--- src/rtl/gss_pkg.sv ---
// ----------------------------------------------------------------------------
// Golden-section search package
// Shared types, codes and constants of the golden-section line search.
// ----------------------------------------------------------------------------
`timescale 1ns / 1ps

package gss_pkg;

    localparam logic [31:0] INV_PHI_Q32 = 32'd2654435769;
    localparam logic [63:0] ROUND_HALF  = 64'h0000_0000_8000_0000;
    localparam logic [30:0] TOL_RESET   = 31'd655;
    localparam logic [30:0] TOL_MIN     = 31'd1;

    localparam logic OP_START = 1'b0;
    localparam logic OP_VALUE = 1'b1;

    localparam logic KIND_QUERY = 1'b0;
    localparam logic KIND_DONE  = 1'b1;

    typedef enum logic [1:0] {
        PEND_IDLE  = 2'd0,
        PEND_FIRST = 2'd1,
        PEND_RIGHT = 2'd2,
        PEND_LEFT  = 2'd3
    } t_pend;

    typedef struct packed {
        logic signed [31:0] lo;
        logic signed [31:0] hi;
        logic signed [31:0] left_point;
        logic signed [31:0] right_point;
        logic signed [31:0] left_value;
        logic signed [31:0] right_value;
        t_pend              pend;
    } t_state;

    typedef struct packed {
        logic               opcode;
        logic signed [31:0] lower_bound;
        logic signed [31:0] upper_bound;
        logic signed [31:0] func_value;
    } t_item;

    typedef struct packed {
        logic               kind;
        logic signed [31:0] query_point;
        logic signed [31:0] center_point;
        logic signed [31:0] final_lower;
        logic signed [31:0] final_upper;
    } t_result;

    function automatic logic signed [31:0] sat32(input logic signed [33:0] v);
        logic signed [31:0] r;
        if (v > 34'sh0_7FFF_FFFF) begin
            r = 32'sh7FFF_FFFF;
        end else if (v < -34'sh0_8000_0000) begin
            r = 32'sh8000_0000;
        end else begin
            r = v[31:0];
        end
        return r;
    endfunction

endpackage

--- src/rtl/gss_golden.sv ---
// ----------------------------------------------------------------------------
// Golden-section point unit
// Computes the interval length, the golden step, the next interior point,
// the midpoint and the stop condition for one interval.
// ----------------------------------------------------------------------------
`timescale 1ns / 1ps

module gss_golden (
    input  logic signed [31:0] i_lo,
    input  logic signed [31:0] i_hi,
    input  logic        [30:0] i_tolerance,
    input  logic               i_take_left,
    output logic signed [31:0] o_query,
    output logic signed [31:0] o_center,
    output logic               o_done
);

    logic signed [32:0] w_diff;
    logic signed [32:0] w_neg;
    logic        [31:0] w_len;
    logic        [63:0] w_prod;
    logic        [63:0] w_round;
    logic        [31:0] w_step;
    logic signed [33:0] w_left;
    logic signed [33:0] w_right;
    logic signed [32:0] w_sum;
    logic        [30:0] w_tol;

    assign w_diff  = {i_hi[31], i_hi} - {i_lo[31], i_lo};
    assign w_neg   = -w_diff;
    assign w_len   = w_diff[32] ? w_neg[31:0] : w_diff[31:0];

    assign w_prod  = {32'd0, w_len} * {32'd0, gss_pkg::INV_PHI_Q32};
    assign w_round = w_prod + gss_pkg::ROUND_HALF;
    assign w_step  = w_round[63:32];

    assign w_left  = {{2{i_hi[31]}}, i_hi} - $signed({2'b00, w_step});
    assign w_right = {{2{i_lo[31]}}, i_lo} + $signed({2'b00, w_step});
    assign o_query = gss_pkg::sat32(i_take_left ? w_left : w_right);

    assign w_sum    = {i_lo[31], i_lo} + {i_hi[31], i_hi};
    assign o_center = w_sum[32:1];

    assign w_tol  = (i_tolerance == 31'd0) ? gss_pkg::TOL_MIN : i_tolerance;
    assign o_done = (w_len <= {1'b0, w_tol});

endmodule

--- src/rtl/gss_step.sv ---
// ----------------------------------------------------------------------------
// Golden-section step logic
// Applies one request to the search state and forms the next state and the
// result, if the request produces one.
// ----------------------------------------------------------------------------
`timescale 1ns / 1ps

module gss_step (
    input  gss_pkg::t_state  i_state,
    input  gss_pkg::t_item   i_item,
    input  logic [30:0]      i_tolerance,
    output gss_pkg::t_state  o_state,
    output logic             o_emit,
    output gss_pkg::t_result o_result
);

    logic signed [31:0] w_lo;
    logic signed [31:0] w_hi;
    logic               w_take_left;
    logic signed [31:0] w_lv;
    logic signed [31:0] w_rv;
    logic               w_drop_left;
    logic signed [31:0] w_query;
    logic signed [31:0] w_center;
    logic               w_done;
    logic               w_fin;

    assign w_lv = (i_state.pend == gss_pkg::PEND_LEFT)  ? i_item.func_value
                                                        : i_state.left_value;
    assign w_rv = (i_state.pend == gss_pkg::PEND_RIGHT) ? i_item.func_value
                                                        : i_state.right_value;
    assign w_drop_left = (w_lv >= w_rv);

    always_comb begin
        w_lo        = i_state.lo;
        w_hi        = i_state.hi;
        w_take_left = 1'b0;
        if (i_item.opcode == gss_pkg::OP_START) begin
            w_take_left = 1'b1;
            if (i_item.lower_bound <= i_item.upper_bound) begin
                w_lo = i_item.lower_bound;
                w_hi = i_item.upper_bound;
            end else begin
                w_lo = i_item.upper_bound;
                w_hi = i_item.lower_bound;
            end
        end else begin
            case (i_state.pend)
                gss_pkg::PEND_RIGHT, gss_pkg::PEND_LEFT: begin
                    if (w_drop_left) begin
                        w_lo = i_state.left_point;
                    end else begin
                        w_hi        = i_state.right_point;
                        w_take_left = 1'b1;
                    end
                end
                default: begin
                    w_take_left = 1'b0;
                end
            endcase
        end
    end

    gss_golden u_golden (
        .i_lo        (w_lo),
        .i_hi        (w_hi),
        .i_tolerance (i_tolerance),
        .i_take_left (w_take_left),
        .o_query     (w_query),
        .o_center    (w_center),
        .o_done      (w_done)
    );

    // The first value of a pair never ends the search.
    assign w_fin = w_done && !((i_item.opcode == gss_pkg::OP_VALUE) &&
                               (i_state.pend == gss_pkg::PEND_FIRST));

    always_comb begin
        o_state                  = i_state;
        o_emit                   = 1'b0;
        o_result.kind            = w_fin ? gss_pkg::KIND_DONE : gss_pkg::KIND_QUERY;
        o_result.query_point     = w_fin ? 32'sd0 : w_query;
        o_result.center_point    = w_center;
        o_result.final_lower     = w_lo;
        o_result.final_upper     = w_hi;
        if (i_item.opcode == gss_pkg::OP_START) begin
            o_emit     = 1'b1;
            o_state.lo = w_lo;
            o_state.hi = w_hi;
            if (w_fin) begin
                o_state.pend = gss_pkg::PEND_IDLE;
            end else begin
                o_state.left_point = w_query;
                o_state.pend       = gss_pkg::PEND_FIRST;
            end
        end else begin
            case (i_state.pend)
                gss_pkg::PEND_FIRST: begin
                    o_emit              = 1'b1;
                    o_state.left_value  = i_item.func_value;
                    o_state.right_point = w_query;
                    o_state.pend        = gss_pkg::PEND_RIGHT;
                end
                gss_pkg::PEND_RIGHT, gss_pkg::PEND_LEFT: begin
                    o_emit = 1'b1;
                    if (w_drop_left) begin
                        o_state.lo          = i_state.left_point;
                        o_state.left_point  = i_state.right_point;
                        o_state.left_value  = w_rv;
                        o_state.right_value = w_rv;
                        if (w_fin) begin
                            o_state.pend = gss_pkg::PEND_IDLE;
                        end else begin
                            o_state.right_point = w_query;
                            o_state.pend        = gss_pkg::PEND_RIGHT;
                        end
                    end else begin
                        o_state.hi          = i_state.right_point;
                        o_state.right_point = i_state.left_point;
                        o_state.right_value = w_lv;
                        o_state.left_value  = w_lv;
                        if (w_fin) begin
                            o_state.pend = gss_pkg::PEND_IDLE;
                        end else begin
                            o_state.left_point = w_query;
                            o_state.pend       = gss_pkg::PEND_LEFT;
                        end
                    end
                end
                default: begin
                    o_emit = 1'b0;
                end
            endcase
        end
    end

endmodule

--- src/rtl/golden_section_line_search.sv ---
// ----------------------------------------------------------------------------
// Golden-section line search
// A request is held in the input register, then its result is loaded into the
// result register, which drives the outputs. Throughput: one request per cycle
// while the reply side does not stall; the search state is updated in the same
// cycle that the result register is loaded, so a value may follow at once.
// Reset (synchronous, active low) empties both registers, idles the search and
// sets the tolerance to 655 (about 0.01 in Q16.16).
// ----------------------------------------------------------------------------
`timescale 1ns / 1ps

module golden_section_line_search (
    input  logic               i_clk,
    input  logic               i_rst_n,
    input  logic               i_cfg_we,
    input  logic        [30:0] i_cfg_data,
    input  logic               i_in_valid,
    output logic               o_in_stall,
    input  logic               i_opcode,
    input  logic signed [31:0] i_lower_bound,
    input  logic signed [31:0] i_upper_bound,
    input  logic signed [31:0] i_func_value,
    output logic               o_out_valid,
    input  logic               i_out_stall,
    output logic               o_kind,
    output logic signed [31:0] o_query_point,
    output logic signed [31:0] o_center_point,
    output logic signed [31:0] o_final_lower,
    output logic signed [31:0] o_final_upper
);

    logic             r_in_valid;
    gss_pkg::t_item   r_item;
    gss_pkg::t_state  r_state;
    logic             r_out_valid;
    gss_pkg::t_result r_result;
    logic [30:0]      r_tolerance;

    gss_pkg::t_state  n_state;
    gss_pkg::t_result n_result;
    logic             w_emit;
    logic             w_advance;
    logic             w_in_take;

    assign w_advance  = r_in_valid && (!r_out_valid || !i_out_stall);
    assign o_in_stall = r_in_valid && !w_advance;
    assign w_in_take  = i_in_valid && !o_in_stall;

    gss_step u_step (
        .i_state     (r_state),
        .i_item      (r_item),
        .i_tolerance (r_tolerance),
        .o_state     (n_state),
        .o_emit      (w_emit),
        .o_result    (n_result)
    );

    always_ff @(posedge i_clk) begin
        if (!i_rst_n) begin
            r_in_valid  <= 1'b0;
            r_out_valid <= 1'b0;
            r_state     <= '0;
            r_tolerance <= gss_pkg::TOL_RESET;
        end else begin
            if (i_cfg_we) begin
                r_tolerance <= i_cfg_data;
            end
            if (w_in_take) begin
                r_in_valid <= 1'b1;
            end else if (w_advance) begin
                r_in_valid <= 1'b0;
            end
            if (w_advance) begin
                r_state <= n_state;
            end
            if (w_advance && w_emit) begin
                r_out_valid <= 1'b1;
            end else if (!i_out_stall) begin
                r_out_valid <= 1'b0;
            end
        end
    end

    always_ff @(posedge i_clk) begin
        if (w_in_take) begin
            r_item.opcode      <= i_opcode;
            r_item.lower_bound <= i_lower_bound;
            r_item.upper_bound <= i_upper_bound;
            r_item.func_value  <= i_func_value;
        end
        if (w_advance && w_emit) begin
            r_result <= n_result;
        end
    end

    assign o_out_valid    = r_out_valid;
    assign o_kind         = r_result.kind;
    assign o_query_point  = r_result.query_point;
    assign o_center_point = r_result.center_point;
    assign o_final_lower  = r_result.final_lower;
    assign o_final_upper  = r_result.final_upper;

endmodule

--- config.mk ---
export PLATFORM = sky130hd
export DESIGN_NAME = golden_section_line_search
export DESIGN_NICKNAME = d
export VERILOG_FILES = /design/src/rtl/gss_pkg.sv /design/src/rtl/gss_golden.sv /design/src/rtl/gss_step.sv /design/src/rtl/golden_section_line_search.sv
export SDC_FILE = /design/constraint.sdc
export NUM_CORES = 2
export LEC_CHECK = 0
export BUFFER_PORTS_ARGS = -buffer_cell sky130_fd_sc_hd__buf_2
export CAP_MARGIN = 10
export CORE_MARGIN = 1
export CORE_UTILIZATION = 50
export CTS_CLUSTER_SIZE = 25
export DETAILED_ROUTE_END_ITERATION = 7
export PLACE_DENSITY_LB_ADDON = 0.3
export SYNTH_ARGS = -nofsm -noshare
export SYNTH_HDL_FRONTEND = slang
export SYNTH_SLANG_ARGS = --single-unit
--- constraint.sdc ---
create_clock -name i_clk -period 19.9 [get_ports i_clk]
set_clock_uncertainty 0.2 [all_clocks]
set_input_delay 2.985 -clock i_clk [delete_from_list [all_inputs] [get_ports i_clk]]
set_output_delay 2.985 -clock i_clk [all_outputs]
set_load 0.02 [all_outputs]
==> impl_metrics.toml <==
[logic_synthesis]
synthDominantCellAreaShare_pct = 19.6
synthTopCellsByArea = "fa_1 20%, ha_1 16%, edfxtp_1 14%"
ys_warn_count = 0
postSynth.asyncResetShare_pct = 0
synth_ff_type = "dfxtp_1"
synth_top_area_cell = "fa_1"
synth_edf_count = 226
avgSynthCellArea_um2 = 9.27
syn_area_um2 = 49500
postSynthCellCount = 5341
synth_seq_cells = 453
synth_fp_nets = 6582
ys_seq_area_share_pct = 22.9
synth.distinct_cells = 96

[timing]
setup_violations = 0
setup-tns-final_ns = 0
relSlewSlack_pct = 28.9
hold_violations = 0
fmax_ghz = 0.0528
finalCritPeriodShare_pct = 95.1
finalCriticalPeriod_ns = 18.92
worst_pin_slew_ns = 1.07
slew_violations = 0
grt_setup_unrepaired = "no"
timing.final.ws_setup_ns = 0.975

[floorplan]
fp.dieW_um = 317
die_area_um2 = 100000
io_pins = 264
start_util_pct = 50.4
fp.dieH_um = 317
num_rows = 115
core_area_um2 = 98300

[detailed_routing]
drt_iter0_drc = 3404
postRouteAntennaNets = 0
post_drt_wl_per_cell_um = 22.0
routed_wl_um = 152000
vias = 39400
via_per_inst = 5.71
dr.pass1.iters = 5
drc = 0

[global_routing]
antenna_found_initial = 2
grt.total_usage_pct = 30.6
grt_pass1_wl_um = 232000
grt_max_degree = 112
grt_overflow_total = 0
grt_pass1_vias = 39400

[critical_path]
worstPathArrival_ns = 19.27
cpMaxStageDelayCell = "o41ai_2"
worstPathRequired_ns = 20.25
cp-end-kind = "flop"
start_kind = "flop"
worst-setup-path-type = "reg2reg"
slowest_delay_ns = 0.61
reg2reg_slack_ns = 0.98
crit_fanout = 22
path_common_cell = "fa_1"

[cells_and_area]
layout-drive-gt1-share_pct = 9.91
antenna_cells = 0
mostFrequentLayoutCells = "963 x inv_1, 624 x ha_1, 484 x fa_1, 361 x nand2_1, 338 x a21oi_1"
multi_input_area_um2 = 33900
fill_cells = 8840
syn_to_final_growth_pct = 9.90
regArea_um2 = 11300
final_common_cell = "inv_1"
final_nets = 6810

[place]
portBuffers = 263
place_ws_ns = 0.592
gp_congestion = 1.03
hpwl_um = 121000

[cts]
hold_buffers = 0
clkSlewWorstSetupHoldPaths_ns = 0.06
numCtsBuffers = 52
clock-sinks = 453
cts_tree = "yes"
root_buffer = "clkbuf_16"
h-tree-depth = 2
clk_latency_ns = 0.67
cts.path.max_buffers = 3

[run_status]
outcome = "completed"

[worst_hold_path]
hp-class = "reg2reg"

[run]
cap_viol_max_count = 0
[sequential cells by signal, indices dropped and copies added, names as in the netlist]
name / flops
o_center_point: 32
o_final_lower: 32
o_final_upper: 32
o_kind: 1
o_out_valid: 1
o_query_point: 32
r_in_valid: 1
r_item: 97
r_state: 194
r_tolerance: 31
[cells in the mapped netlist, types with 10 or more instances]
master / number
a21o_1: 56
nand3_1: 48
a211oi_1: 50
or3_1: 30
mux2_2: 34
ha_1: 624
and4_1: 12
nor2_1: 334
xor2_1: 58
mux2i_1: 218
and3_1: 25
nand2b_1: 65
edfxtp_1: 226
nand2_1: 363
nor2b_1: 51
o221a_1: 29
a31oi_1: 25
o31ai_1: 12
dfxtp_1: 227
o2111ai_1: 10
a211o_1: 11
or2_2: 10
nor4_1: 17
inv_1: 964
buf_2: 14
o21bai_1: 30
buf_1: 26
fa_1: 484
o21ai_0: 256
clkbuf_1: 148
a21oi_1: 339
and2_1: 31
o22ai_1: 35
xnor2_1: 117
o21a_1: 60
o211ai_1: 36
nand4_1: 37
nor3_1: 59
[what timing repair did]
item,CTS,global route
setup buffers,0,3
resized for setup,0,12
setup endpoints to repair,0,93
[metrics by stage]
step / std cells / hold WS [ns] / util, % / cell area, um2
finish: 6898 / 0.252 / 55.4 / 54400
global route: 6898 / 0.267 / 55.4 / 54400
CTS: 6895 / 0.255 / 55.3 / 54300
detailed placement: 6799 / 0.246 / 53.5 / 52500
global placement: 6798 / 0.240 / 53.5 / 52500
floorplan: 5341 / 0.234 / - / 49500
[routing by layer]
layer  vias up  GRT usage (%)  share of wire [%]
met1     19000           41.2                 42
li1      18400              -                  -
met2      1641           49.3                 46
met5         -              0             0.0053
met4         2           10.4                3.8
met3       286           6.09                9.0
[worst max-delay path: cells and delay by family (launching register included)]
| kind | cells | cell delay, ns |
|---|---|---|
| AOI/OAI and AO/OA | 26 | 6.42 |
| xor gates and xnor gates | 5 | 1.65 |
| adders and majority gates | 11 | 5.09 |
| buffers and inverters | 10 | 1.92 |
| DFF | 1 | 0.45 |
| muxes | 3 | 0.80 |
| and+or+nand+nor | 11 | 2.20 |
[logic make-up after synthesis]
| logic type | share of synthesized area [%] |
|---|---|
| XOR/XNOR | 3.19 |
| AND/OR/NAND/NOR | 10.6 |
| flip-flops | 22.9 |
| buffers and inverters | 8.97 |
| AO/OA/AOI/OAI | 13.8 |
| multiplexers | 5.20 |
| adder cells (fa/ha/maj) | 35.3 |
[area by class of cell]
class	count	share of cell area, %
multi-input combinational	3725	62.3
sequential	453	20.8
inverter	967	6.68
timing repair buffer	370	3.99
tap	1287	2.96
clock buffer	62	2.54
clock inverter	34	0.702
[worst paths after layout]
kind / cells after the start / to / startpoint
worst min register to register: 2 / r_state[6] / r_state[6]
worst min-delay path: 2 / r_state[6] / r_state[6]
worst max register to register: 66 / r_state[84] / r_state[0]
worst max-delay path: 66 / r_state[84] / r_state[0]
Power is left out: the tool's default activity adds up to more than one toggle a clock period on the data nets, which glitch-free logic cannot reach.
